===== config.mk =====
export PLATFORM = sky130hd
export DESIGN_NAME = rfa_front
export DESIGN_NICKNAME = d
export VERILOG_FILES = /design/src/rtl/rfa_pkg.sv /design/src/rtl/rfa_front.sv
export SDC_FILE = /design/constraint.sdc
export NUM_CORES = 1
export LEC_CHECK = 0
export BUFFER_PORTS_ARGS = -buffer_cell sky130_fd_sc_hd__buf_2
export CAP_MARGIN = 20
export CORE_MARGIN = 1
export CORE_UTILIZATION = 50
export DETAILED_ROUTE_END_ITERATION = 16
export GPL_TIMING_DRIVEN = 0
export PLACE_DENSITY = 0.84
export SYNTH_ARGS = -nofsm -noshare
export SYNTH_HDL_FRONTEND = slang
export SYNTH_SLANG_ARGS = --single-unit

===== constraint.sdc =====
create_clock -name clock -period 7.48 [get_ports clock]
set_clock_uncertainty 0.1 [all_clocks]
set_input_delay 1.496 -clock clock [delete_from_list [all_inputs] [get_ports clock]]
set_output_delay 1.496 -clock clock [all_outputs]
set_load 0.05 [all_outputs]

===== src/rtl/rfa_pkg.sv =====
`default_nettype none
package rfa_pkg;

   localparam int MEM_DEPTH = 65536;
   localparam int MEM_AW    = $clog2(MEM_DEPTH);

   typedef enum logic [3:0] {
      CMD_WRB = 4'd0,
      CMD_RDB = 4'd1,
      CMD_LDR = 4'd2,
      CMD_STR = 4'd3,
      CMD_CMR = 4'd4,
      CMD_AMR = 4'd5,
      CMD_SMR = 4'd6,
      CMD_LA  = 4'd7,
      CMD_SR  = 4'd8,
      CMD_SL  = 4'd9,
      CMD_MVQ = 4'd10,
      CMD_CMQ = 4'd11
   } cmd_type;

   typedef struct packed {
      logic [3:0]  command;
      logic [15:0] reg_value;
      logic [15:0] operand;
      logic [15:0] addr_a;
      logic [15:0] addr_b;
      logic [15:0] length;
      logic [7:0]  byte_value;
   } req_type;

   typedef struct packed {
      logic [15:0] reg_out;
      logic        reg_valid;
      logic [1:0]  cond_code;
      logic        carry_high;
      logic        carry_into_msb;
      logic [7:0]  read_data;
   } rsp_type;

   // classified word handed from front to back
   typedef struct packed {
      req_type     req;
      logic        is_mem;   // needs the memory walker
   } job_type;

   localparam logic [1:0] CC_ZERO = 2'd0;
   localparam logic [1:0] CC_LOW  = 2'd1;
   localparam logic [1:0] CC_EQ   = 2'd2;
   localparam logic [1:0] CC_HIGH = 2'd3;

endpackage
`default_nettype wire


===== src/rtl/rfa_front.sv =====
`default_nettype none
module rfa_front (
   input  wire logic             clock,
   input  wire logic             reset,
   input  wire logic             req_push,
   output      logic             req_full,
   input  wire rfa_pkg::req_type req_data,
   output      logic             job_valid,
   input  wire logic             job_take,
   output      rfa_pkg::job_type job
);
   import rfa_pkg::*;

   // two-entry queue of classified words
   job_type     q_ff [2];
   job_type     q_in [2];
   logic [1:0]  cnt_ff, cnt_in;
   logic        push_ok;
   job_type     new_job;

   assign req_full = cnt_ff[1];
   assign push_ok  = req_push && !req_full;
   assign job_valid = cnt_ff != 2'd0;
   assign job = q_ff[0];

   // classify: everything but the pure register ops touches memory
   always_comb begin
      new_job.req = req_data;
      unique case (req_data.command) inside
         CMD_CMR, CMD_AMR, CMD_SMR, CMD_LA: new_job.is_mem = 1'b0;
         default:                           new_job.is_mem = 1'b1;
      endcase
   end

   // shift on pop, append on push
   always_comb begin
      q_in[0] = q_ff[0];
      q_in[1] = q_ff[1];
      cnt_in  = cnt_ff;
      if (job_take && job_valid) begin
         q_in[0] = q_ff[1];
         cnt_in  = cnt_ff - 2'd1;
      end
      if (push_ok) begin
         if (cnt_in == 2'd0) q_in[0] = new_job;
         else                q_in[1] = new_job;
         cnt_in = cnt_in + 2'd1;
      end
   end

   always_ff @(posedge clock) begin
      q_ff[0] <= q_in[0];
      q_ff[1] <= q_in[1];
      if (reset) cnt_ff <= 2'd0;
      else       cnt_ff <= cnt_in;
   end
endmodule
`default_nettype wire


# After elaboration in Yosys (flattened, before gate mapping)
# Memory sizes are Yosys's and may differ from the RTL's.
# Cells that the tools add are included.
# op_classes
n_reduce_logical,6
n_eq_ne,4
muxes,7
addsub,2
# op_table
cell,n
93-bit 2-to-1 mux,3
186-bit 2-to-1 mux,1
4-bit by 3-bit equality test with 1-bit output (second input constant),4
2-bit 2-to-1 mux,2
4-bit OR reduction,1
2-bit by 1-bit adder with 2-bit output (second input constant),1
1-bit logical AND,2
2-bit logical NOT,1
2-bit nonzero test,1
2-bit by 1-bit subtractor with 2-bit output (second input constant),1
1-bit logical NOT,1
1-bit 2-to-1 mux,1
# word_totals
memories,1
input_bits,96
output_inout_bits,95
ram_bits,186
ff_bits,2
word_cells,21
# memory_table
name,words,width,read_ports,rd_clocked_by_memory_dff,wr,line,rtl
q_ff,2,93,2,0,2,rfa_front.sv:15,job_type q_ff [2];

# Longest topological paths before layout
# Gate-level depths: netlist of the first run.
# depth
word_depth,6
depth_mapped,16
ltp_nobuf,9

# Least setup slack after synthesis of the first run
# OpenSTA, ideal clock, no wires.
# synth_timing
path_kind,input to register
from,in job_take
to,"mem q_ff[0][100] (netlist name), enable pin"
setup_slack_ns,0.647
arrival_time_ns,6.188
setup_ns,0.545
path_stages,8
cell_sequence,nand2b_1 -> buf_6 -> buf_6 -> buf_4 -> nand2_1 -> nand2_1 -> ha_1 -> nor2_1
# synth_rtl
element,line,rtl
"start, declared",rfa_front.sv:9,"input wire logic job_take,"
"end, declared",rfa_front.sv:15,

==> summary.md, run 1 <==
| Metric | Value |
|---|---|
| Finish-stage setup viols | `0` |
| Library cells used by synthesis | `21` |
| Synthesized flop and latch total | `188` |
| Clock transition at path regs | `60 ps` |
| Area Overhead vs Synth | `24.18%` |
| Critical Path Fanout Max | `29` |
| # rows | `44` |
| CTS sink count | `188` |
| Hold_buf cts | `0` |
| Avg Synthesized Cell Area | `12.23 µm²` |
| Slew Viols, Final | `0` |
| Status | `finished clean` |
| Setup TNS | `0 ps` |
| Die area | `15,510 µm²` |
| Final ANT Viol Nets | `0` |
| Tcrit/Tclk final | `0.4746` |
| Syn Nets | `712` |
| Drt first pass iters | `4` |
| Ys Warns | `0` |
| DR DRC count | `0` |
| Die Width | `124.5 µm` |
| Hold Path Class | `reg -> reg` |
| Core area | `14,590 µm²` |
| CTS Buffer Depth | `2` |
| Starting Density | `0.5146` |
| Post-Synth XOR/XNOR Area | `0.001167` |
| Die Span Y | `124.5 µm` |
| Hold Path Depth | `2` |
| R2R cell count | `12` |
| Routed wire length per instance | `14.74 µm` |
| Max-cap viol count | `0` |
| Final GP Congestion | `0.7405` |
| Worst Tran Pin Value | `660.4 ps` |
| Area of the mapped netlist | `7507 µm²` |
| CTS tree | `done` |
| CP Capture Type | `flop` |
| DR vias | `4,992` |
| Inserted Clock Buffers | `17` |
| Postcts setup bufs | `0` |
| Hold path startpoint | `q_ff[0][135]$_DFFE_PP_` |
| Syn Inst Count | `614` |
| F_max | `281.7 MHz` |
| Hold Worst Slack | `405.7 ps` |
| Worst-Skew Late Latency | `430 ps` |
| Vias in the first global route | `4,991` |
| Share of layout cells above drive strength 1 | `0.4052` |
| Slew headroom | `0.5587` |
| Cts repair resizes | `0` |
| Initial antenna violation count | `1` |
| Reg-to-Reg Start | `cnt_ff[1]$_SDFF_PP0_` |
| Finished Layout Cells | `1,024` |
| RSZ-0062 raised after global routing | `no` |
| Setup slack, reg-to-reg | `4300 ps` |
| Fin. Hold Viols | `0` |
| Complex-gate fraction of the synthesized area | `0.06283` |
| Initial DRC count | `300` |
| First-pass GRT wire length | `24.56 mm` |
| Seq/Total Area, Yosys | `0.6253` |
| # IOs | `191` |
| Dpl hpwl | `10.35 mm` |
| Largest family of logic cells by synthesized area | `buffers and inverters` |
| Crit path arrival time | `3580 ps` |
| Largest net degree at the start of global routing | `30` |
| Clock root cell | `clkbuf_16` |
| Post-Synth Simple-Gate Area | `0.05633` |
| IO buf count | `190` |
| H-tree levels | `4` |
| Startpoint Class | `input port` |
| Area share of fa/ha/maj cells after synthesis | `0.003333` |
| Critical path class | `in -> reg` |
| Routed WL | `15.09 mm` |
| RR Endpoint | `q_ff[0][184]$_DFFE_PP_` |
| Total grt overflow | `0` |
| Hold endpoint | `q_ff[0][42]$_DFF_P_` |
| Nets@finish | `924` |
| Fillers | `1,137` |
| GRT Overall Usage | `0.2011` |
| Worst Path Required | `7510 ps` |
| Placed Instances | `991` |
| Final min period | `3550 ps` |
| Routed vias/inst | `4.875` |
| Mux contribution to synthesized area | `0.1255` |
==> routing by layer <==
| layer | track usage | wire length, µm | vias to the layer above |
|---|---|---|---|
| met5 | 0 | 0 | - |
| met4 | 0.07087 | 249 | 0 |
| met3 | 0.06873 | 1014 | 20 |
| met2 | 0.3227 | 7218 | 160 |
| met1 | 0.2521 | 6611 | 2353 |
| li1 | - | - | 2459 |
==> kinds of logic (layout without fill, tap and decap cells) <==
kind of cell | after synthesis | after routing
DFF | 188 | 188
buffers and inverters | 128 | 353
adders and majority gates | 2 | 2
muxes | 94 | 94
other | 0 | 1
AOI/OAI and AO/OA | 94 | 94
xor gates and xnor gates | 1 | 1
and+or+nand+nor | 107 | 107
==> worst max-delay path: stages <==
cell	delay [ps]
buf_2	90
nand2b_1	60
buf_6	140
buf_6	150
buf_4	200
nand2_1	90
nand2_1	60
ha_1	230
nor2_4	550
buf_12	290
buf_16	190
==> state kept, by name, summed over array words and instances (netlist names) <==
name,count
q_ff,186
cnt_ff,2
==> layout by cell type (no fill, tap or decap), types with 10 or more instances in the layout <==
cell type / count
buf_2: 196
buf_4: 101
buf_6: 10
clkbuf_1: 12
clkbuf_16: 17
dfxtp_1: 95
edfxtp_1: 93
mux2i_1: 93
nand2_1: 97
o21ai_0: 44
o21ai_1: 49
==> final cells by class <==
class	count	area [µm²]	share of cell area
inverter	3	11.26	0.001208
sequential	188	4695	0.5036
tap	184	230.2	0.02469
timing repair buffer	193	1018	0.1092
clock inverter	9	88.84	0.009529
clock buffer	23	467.9	0.05019
antenna	1	2.502	0.0002684
multi-input combinational	298	1878	0.2014
buffer	125	930.9	0.09985
==> synth_stat cells, drive strengths merged <==
| cell type | instances | area, µm² |
|---|---|---|
| buf | 117 | 900.9 |
| nand2 | 97 | 364.1 |
| dfxtp | 95 | 1902 |
| edfxtp | 93 | 2793 |
| mux2i | 93 | 930.9 |
| o21ai | 93 | 465.5 |
| clkbuf | 8 | 30.03 |
| inv | 3 | 11.26 |
| nand2b | 3 | 18.77 |
| nor2 | 3 | 11.26 |
| ha | 2 | 25.02 |
| a31oi | 1 | 6.260 |
| and3b | 1 | 8.760 |
| mux2 | 1 | 11.26 |
| nand3b | 1 | 7.510 |
| nor2b | 1 | 6.260 |
| or3 | 1 | 6.260 |
| xnor2 | 1 | 8.760 |
==> worst max path at each step <==
stage	slack, ps	start	endpoint	depth (start not counted)
2_1_floorplan	650	job_take	q_ff[0][100]$_DFFE_PP_	8
3_3_place_gp	-1690	job_take	q_ff[0][173]$_DFFE_PP_	9
3_5_place_dp	3460	job_take	q_ff[0][174]$_DFFE_PP_	11
4_1_cts	3910	job_take	q_ff[0][184]$_DFFE_PP_	11
5_1_grt	3790	job_take	q_ff[0][184]$_DFFE_PP_	11
6_report	3930	job_take	q_ff[0][184]$_DFFE_PP_	11
==> per-stage QoR <==
stage | worst slack [ps] | util | area, µm²
after floorplan | 646.5 | - | 7507
after global placement | -1686 | 0.5955 | 8688
after detailed placement | 3457 | 0.6007 | 8763
after CTS | 3913 | 0.6389 | 9320
after global routing | 3787 | 0.6389 | 9320
final | 3930 | 0.6390 | 9323
Power of run 1 is not shown: default switching activity piles up to over one toggle a cycle in this logic, so the estimate is an artifact.
==> run 2: changes to the inputs <==
--- a/config.mk
+++ b/config.mk
@@ -8,7 +8,7 @@
 export BUFFER_PORTS_ARGS = -buffer_cell sky130_fd_sc_hd__buf_2
 export CAP_MARGIN = 20
 export CORE_MARGIN = 1
-export CORE_UTILIZATION = 50
+export CORE_UTILIZATION = 48
 export DETAILED_ROUTE_END_ITERATION = 16
 export GPL_TIMING_DRIVEN = 0
 export PLACE_DENSITY = 0.84
==> constraint.sdc (replaced) <==
create_clock -name clock -period 3.2 [get_ports clock]
set_clock_uncertainty 0.1 [all_clocks]
set_input_delay 0.64 -clock clock [delete_from_list [all_inputs] [get_ports clock]]
set_output_delay 0.64 -clock clock [all_outputs]
set_load 0.05 [all_outputs]
==> summary.md, run 2 (synthesis gave the netlist of run 1 again) <==
| Metric | Value |
|---|---|
| Max-cap viol count | `0 (unchanged)` |
| Worst Path Required | `3210 ps (was 7510 ps)` |
| Placed Instances | `1,018 (was 991)` |
| Total grt overflow | `0 (unchanged)` |
| Worst Tran Pin Value | `492.0 ps (was 660.4 ps)` |
| Fillers | `1,252 (was 1,137)` |
| Clock transition at path regs | `60 ps (about the same)` |
| Die area | `16,140 µm² (was 15,510 µm²)` |
| Initial DRC count | `214 (was 300)` |
| # rows | `45 (was 44)` |
| Die Span Y | `127.1 µm (was 124.5 µm)` |
| Reg-to-Reg Start | `cnt_ff[1]$_SDFF_PP0_ (unchanged)` |
| ANT cells | `0 (was 1)` |
| Critical Path Fanout Max | `32 (was 29)` |
| Drt first pass iters | `4 (unchanged)` |
| Register name with the most flops | `q_ff (unchanged)` |
| Core area | `15,260 µm² (was 14,590 µm²)` |
| Status | `finished clean (unchanged)` |
| Final GP Congestion | `0.7615 (was 0.7405)` |
| Cts repair resizes | `0 (unchanged)` |
| Finished Layout Cells | `1,050 (was 1,024)` |
| RR Endpoint | `q_ff[0][165]$_DFFE_PP_ (was q_ff[0][184]$_DFFE_PP_)` |
| Final min period | `2763 ps` |
| Finish-stage setup viols | `0 (unchanged)` |
| Fin. Hold Viols | `0 (unchanged)` |
| Routed WL | `14.81 mm (was 15.09 mm)` |
| Hold_buf cts | `0 (unchanged)` |
| Starting Density | `0.4920 (was 0.5146)` |
| CTS tree | `done (unchanged)` |
| R2R cell count | `12 (unchanged)` |
| CP Capture Type | `flop (unchanged)` |
| Slew Viols, Final | `0 (unchanged)` |
| Tcrit/Tclk final | `0.8635` |
| Largest register FFs | `186 (unchanged)` |
| Share of layout cells above drive strength 1 | `0.4112 (was 0.4052)` |
| RSZ-0062 raised after global routing | `no (unchanged)` |
| CTS Buffer Depth | `2 (unchanged)` |
| Worst Setup SP | `cnt_ff[1]$_SDFF_PP0_ (was job_take)` |
| H-tree levels | `4 (unchanged)` |
| Critical path class | `reg -> reg (was in -> reg)` |
| Hold Path Depth | `2 (unchanged)` |
| DR DRC count | `0 (unchanged)` |
| Largest registers | `q_ff (186), cnt_ff (2) (unchanged)` |
| Inserted Clock Buffers | `17 (unchanged)` |
| Final ANT Viol Nets | `0 (unchanged)` |
| Largest net degree at the start of global routing | `33 (was 30)` |
| Clock root cell | `clkbuf_16 (unchanged)` |
| Hold path startpoint | `reset (was q_ff[0][135]$_DFFE_PP_)` |
| Die Width | `127.1 µm (was 124.5 µm)` |
| GRT Overall Usage | `0.1890 (was 0.2011)` |
| DR vias | `4,898 (was 4,992)` |
| Setup slack, reg-to-reg | `440 ps (was 4300 ps)` |
| Dpl hpwl | `10.36 mm (was 10.35 mm)` |
| Nets@finish | `924 (unchanged)` |
| # IOs | `191 (unchanged)` |
| Area post-placement | `8840 µm² (was 8763 µm²)` |
| Finished Cell Area | `9385 µm² (was 9323 µm²)` |
| Slew headroom | `0.6712 (was 0.5587)` |
| Initial antenna violation count | `1 (unchanged)` |
| Most frequent cells in the layout | `196 x buf_2, 100 x buf_4, 96 x nand2_1 (was 196 x buf_2, 101 x buf_4, 97 x nand2_1)` |
| CTS sink count | `188 (unchanged)` |
| F_max | `361.9 MHz` |
| Commonest non-fill, non-tap cell in the layout | `buf_2 (unchanged)` |
| Area Overhead vs Synth | `25.02% (was 24.18%)` |
| Worst-Skew Late Latency | `410 ps (was 430 ps)` |
| Hold endpoint | `cnt_ff[1]$_SDFF_PP0_ (was q_ff[0][42]$_DFF_P_)` |
| Hold Path Class | `in -> reg (was reg -> reg)` |
| Vias in the first global route | `4,739 (was 4,991)` |
| Postcts setup bufs | `0 (unchanged)` |
| First-pass GRT wire length | `23.31 mm (was 24.56 mm)` |
| IO buf count | `190 (unchanged)` |
| Routed vias/inst | `4.665 (was 4.875)` |
| Crit path arrival time | `2770 ps (was 3580 ps)` |
| Routed wire length per instance | `14.10 µm (was 14.74 µm)` |
| Startpoint Class | `flop (was input port)` |
==> run 2: worst max path at each step <==
stage,to,slack (ps)
finish,q_ff[0][165]$_DFFE_PP_,440
global route,q_ff[0][63]$_DFF_P_,230
CTS,q_ff[0][54]$_DFF_P_,410
detailed placement,q_ff[0][54]$_DFF_P_,260
global placement,q_ff[0][179]$_DFFE_PP_,-990
floorplan,q_ff[0][100]$_DFFE_PP_,-150
==> run 2: worst max-delay path, stage by stage (launching register included) <==
cell and delay, ps:
dfxtp_4 380, inv_4 40, ha_4 150, nand2b_4 130, buf_6 140, buf_8 150, buf_8 150, nand2_2 60
nand2_1 50, ha_2 200, nor2_4 390, buf_16 240, buf_12 220
==> run 2: area by class of cell <==
type,count,area (µm²),area share
multi-input cells,298,1903,0.2028
clock inverters,10,91.34,0.009732
well taps,211,264.0,0.02813
inverters,3,13.76,0.001466
clock buffers,22,454.2,0.04839
repair buffers,193,1018,0.1085
flip-flops and latches,188,4698,0.5006
plain buffers,125,942.2,0.1004
==> run 2: stage by stage <==
stage	setup TNS (ps)	setup WS, ps	util	hold slack (ps)
floorplan	-13570	-145.9	-	381.6
global placement	-91430	-988.0	0.5749	388.8
detailed placement	0	259.2	0.5793	397.7
CTS	0	406.4	0.6151	276.5
global route	0	231.7	0.6151	278.1
finish	0	436.8	0.6151	298.3
==> run 2: routing by layer <==
layer | vias to the layer above | GRT usage | part of all wire
met5 | - | 0 | 0
met4 | 0 | 0.06303 | 0.0080
met3 | 9 | 0.06198 | 0.059
met2 | 141 | 0.3167 | 0.50
met1 | 2290 | 0.2304 | 0.44
li1 | 2458 | - | -
Power of run 2 is left out for the same reason.
==> run 3: changes to the inputs <==
--- a/config.mk
+++ b/config.mk
@@ -6,12 +6,12 @@
 export NUM_CORES = 1
 export LEC_CHECK = 0
 export BUFFER_PORTS_ARGS = -buffer_cell sky130_fd_sc_hd__buf_2
-export CAP_MARGIN = 20
 export CORE_MARGIN = 1
-export CORE_UTILIZATION = 48
+export CORE_UTILIZATION = 50
+export CTS_BUF_LIST = sky130_fd_sc_hd__clkbuf_8
 export DETAILED_ROUTE_END_ITERATION = 16
 export GPL_TIMING_DRIVEN = 0
-export PLACE_DENSITY = 0.84
+export PLACE_DENSITY = 0.87
 export SYNTH_ARGS = -nofsm -noshare
 export SYNTH_HDL_FRONTEND = slang
 export SYNTH_SLANG_ARGS = --single-unit
==> summary.md, run 3 (synthesis gave the netlist of run 1 again) <==
| Metric | Value |
|---|---|
| Worst-Skew Late Latency | `440 ps (was 410 ps)` |
| Fillers | `1,145 (was 1,252)` |
| Final GP Congestion | `0.7331 (was 0.7615)` |
| Final min period | `2844 ps (was 2763 ps)` |
| Hold Path Depth | `2 (unchanged)` |
| RR Endpoint | `q_ff[0][99]$_DFFE_PP_ (was q_ff[0][165]$_DFFE_PP_)` |
| CTS Buffer Depth | `2 (unchanged)` |
| Fin. Hold Viols | `0 (unchanged)` |
| Hold path startpoint | `reset (unchanged)` |
| Reg area | `4698 µm² (unchanged)` |
| Routed wire length per instance | `14.27 µm (was 14.10 µm)` |
| Largest net degree at the start of global routing | `31 (was 33)` |
| Hold Path Class | `in -> reg (unchanged)` |
| First-pass GRT wire length | `23.49 mm (was 23.31 mm)` |
| Hold_buf cts | `0 (unchanged)` |
| Final cell utilization of the core | `0.6302 (was 0.6151)` |
| Worst Path Required | `3240 ps (was 3210 ps)` |
| Hold endpoint | `cnt_ff[1]$_SDFF_PP0_ (unchanged)` |
| IO buf count | `190 (unchanged)` |
| Finished Cell Area | `9194 µm² (was 9385 µm²)` |
| GRT Overall Usage | `0.1932 (was 0.1890)` |
| Setup WS pre-CTS | `191.6 ps (was 259.2 ps)` |
| Multi-input logic area | `1903 µm² (unchanged)` |
| Status | `finished clean (unchanged)` |
| R2R cell count | `12 (unchanged)` |
| Final ANT Viol Nets | `0 (unchanged)` |
| Area Overhead vs Synth | `22.47% (was 25.02%)` |
| CTS sink count | `188 (unchanged)` |
| Postcts setup bufs | `0 (unchanged)` |
| Initial DRC count | `266 (was 214)` |
| Die Span Y | `124.5 µm (was 127.1 µm)` |
| Dpl hpwl | `10.44 mm (was 10.36 mm)` |
| Reg-to-Reg Start | `cnt_ff[1]$_SDFF_PP0_ (unchanged)` |
| Total grt overflow | `0 (unchanged)` |
| Starting Density | `0.5146 (was 0.4920)` |
| Share of layout cells above drive strength 1 | `0.4124 (was 0.4112)` |
| ANT cells | `0 (unchanged)` |
| DR vias | `4,909 (was 4,898)` |
| Critical Path Fanout Max | `30 (was 32)` |
| Crit path arrival time | `2890 ps (was 2770 ps)` |
| Register name with the most flops | `q_ff (unchanged)` |
| Hold Worst Slack | `265.8 ps (was 298.3 ps)` |
| Routed WL | `14.60 mm (was 14.81 mm)` |
| Largest register FFs | `186 (unchanged)` |
| Startpoint Class | `flop (unchanged)` |
| Largest registers | `q_ff (186), cnt_ff (2) (unchanged)` |
| Cts repair resizes | `0 (unchanged)` |
| Drt first pass iters | `4 (unchanged)` |
| Routed vias/inst | `4.799 (was 4.665)` |
| Inserted Clock Buffers | `17 (unchanged)` |
| Vias in the first global route | `4,969 (was 4,739)` |
| # IOs | `191 (unchanged)` |
| CP Capture Type | `flop (unchanged)` |
| Clock transition at path regs | `90 ps (was 60 ps)` |
| RSZ-0062 raised after global routing | `no (unchanged)` |
| Most frequent cells in the layout | `196 x buf_2, 100 x buf_4, 96 x nand2_1 (unchanged)` |
| Initial antenna violation count | `2 (was 1)` |
| H-tree levels | `4 (unchanged)` |
| Die Width | `124.5 µm (was 127.1 µm)` |
| Commonest non-fill, non-tap cell in the layout | `buf_2 (unchanged)` |
| Setup slack, reg-to-reg | `360 ps (was 440 ps)` |
| DR DRC count | `0 (unchanged)` |
| Tcrit/Tclk final | `0.8887 (was 0.8635)` |
| Slew Viols, Final | `0 (unchanged)` |
| Clock root cell | `clkbuf_8 (was clkbuf_16)` |
| F_max | `351.7 MHz (was 361.9 MHz)` |
| Finish-stage setup viols | `0 (unchanged)` |
| Core area | `14,590 µm² (was 15,260 µm²)` |
| Die area | `15,510 µm² (was 16,140 µm²)` |
| Max-cap viol count | `0 (unchanged)` |
| Nets@finish | `924 (unchanged)` |
| Critical path class | `reg -> reg (unchanged)` |
| Setup ws final | `356.3 ps (was 436.8 ps)` |
| # rows | `44 (was 45)` |
| Worst Tran Pin Value | `663.3 ps (was 492.0 ps)` |
| Area post-placement | `8806 µm² (was 8840 µm²)` |
| CTS tree | `done (unchanged)` |
| Slew headroom | `0.5568 (was 0.6712)` |
[run 3: cell count changes in the layout (fill, tap and decap cells not counted), sizes merged]
cell      delta
clkinvlp     -2
bufinv       +1
inv          +3
clkbuf       -3
clkinv       +1
[run 3: area by class of cell]
type	count	area share
clock buffers	19	0.02844
clock inverters	13	0.01375
well taps	184	0.02504
multi-input cells	298	0.2070
flip-flops and latches	188	0.5110
inverters	3	0.001497
plain buffers	125	0.1025
repair buffers	193	0.1108
[run 3: critical path: stages, from the launching register on]
cell and delay (ps):
dfxtp_4 380, inv_4 40, ha_4 150, nand2b_4 130, buf_6 140, buf_8 150
buf_8 150, nand2_2 50, nand2_1 50, ha_2 200, nor2_4 510, buf_16 250
buf_12 210
[run 3: how the worst max path moves through the flow]
stage / slack (ps) / from / end / cells after the start
4_1_cts: 310 / cnt_ff[1]$_SDFF_PP0_ / q_ff[0][108]$_DFFE_PP_ / 12
3_5_place_dp: 190 / job_take / q_ff[0][102]$_DFFE_PP_ / 11
3_3_place_gp: -950 / job_take / q_ff[0][104]$_DFFE_PP_ / 9
2_1_floorplan: -150 / cnt_ff[1]$_SDFF_PP0_ / q_ff[0][100]$_DFFE_PP_ / 10
6_report: 360 / cnt_ff[1]$_SDFF_PP0_ / q_ff[0][99]$_DFFE_PP_ / 12
5_1_grt: 210 / cnt_ff[1]$_SDFF_PP0_ / q_ff[0][108]$_DFFE_PP_ / 12
[run 3: stage by stage]
step | TNS [ps] | cells
CTS | 0 | 1023
global route | 0 | 1023
floorplan | -13570 | 614
global placement | -87440 | 988
detailed placement | 0 | 991
finish | 0 | 1023
[run 3: per-layer routing]
metal  up-vias  track usage  routed length, µm
met5         -            0                 10
li1       2460            -                  -
met1      2262       0.2279               6315
met3        22      0.06186                925
met4         2      0.07512                286
met2       163       0.3266               7064
Power of run 3 is left out for the same reason.
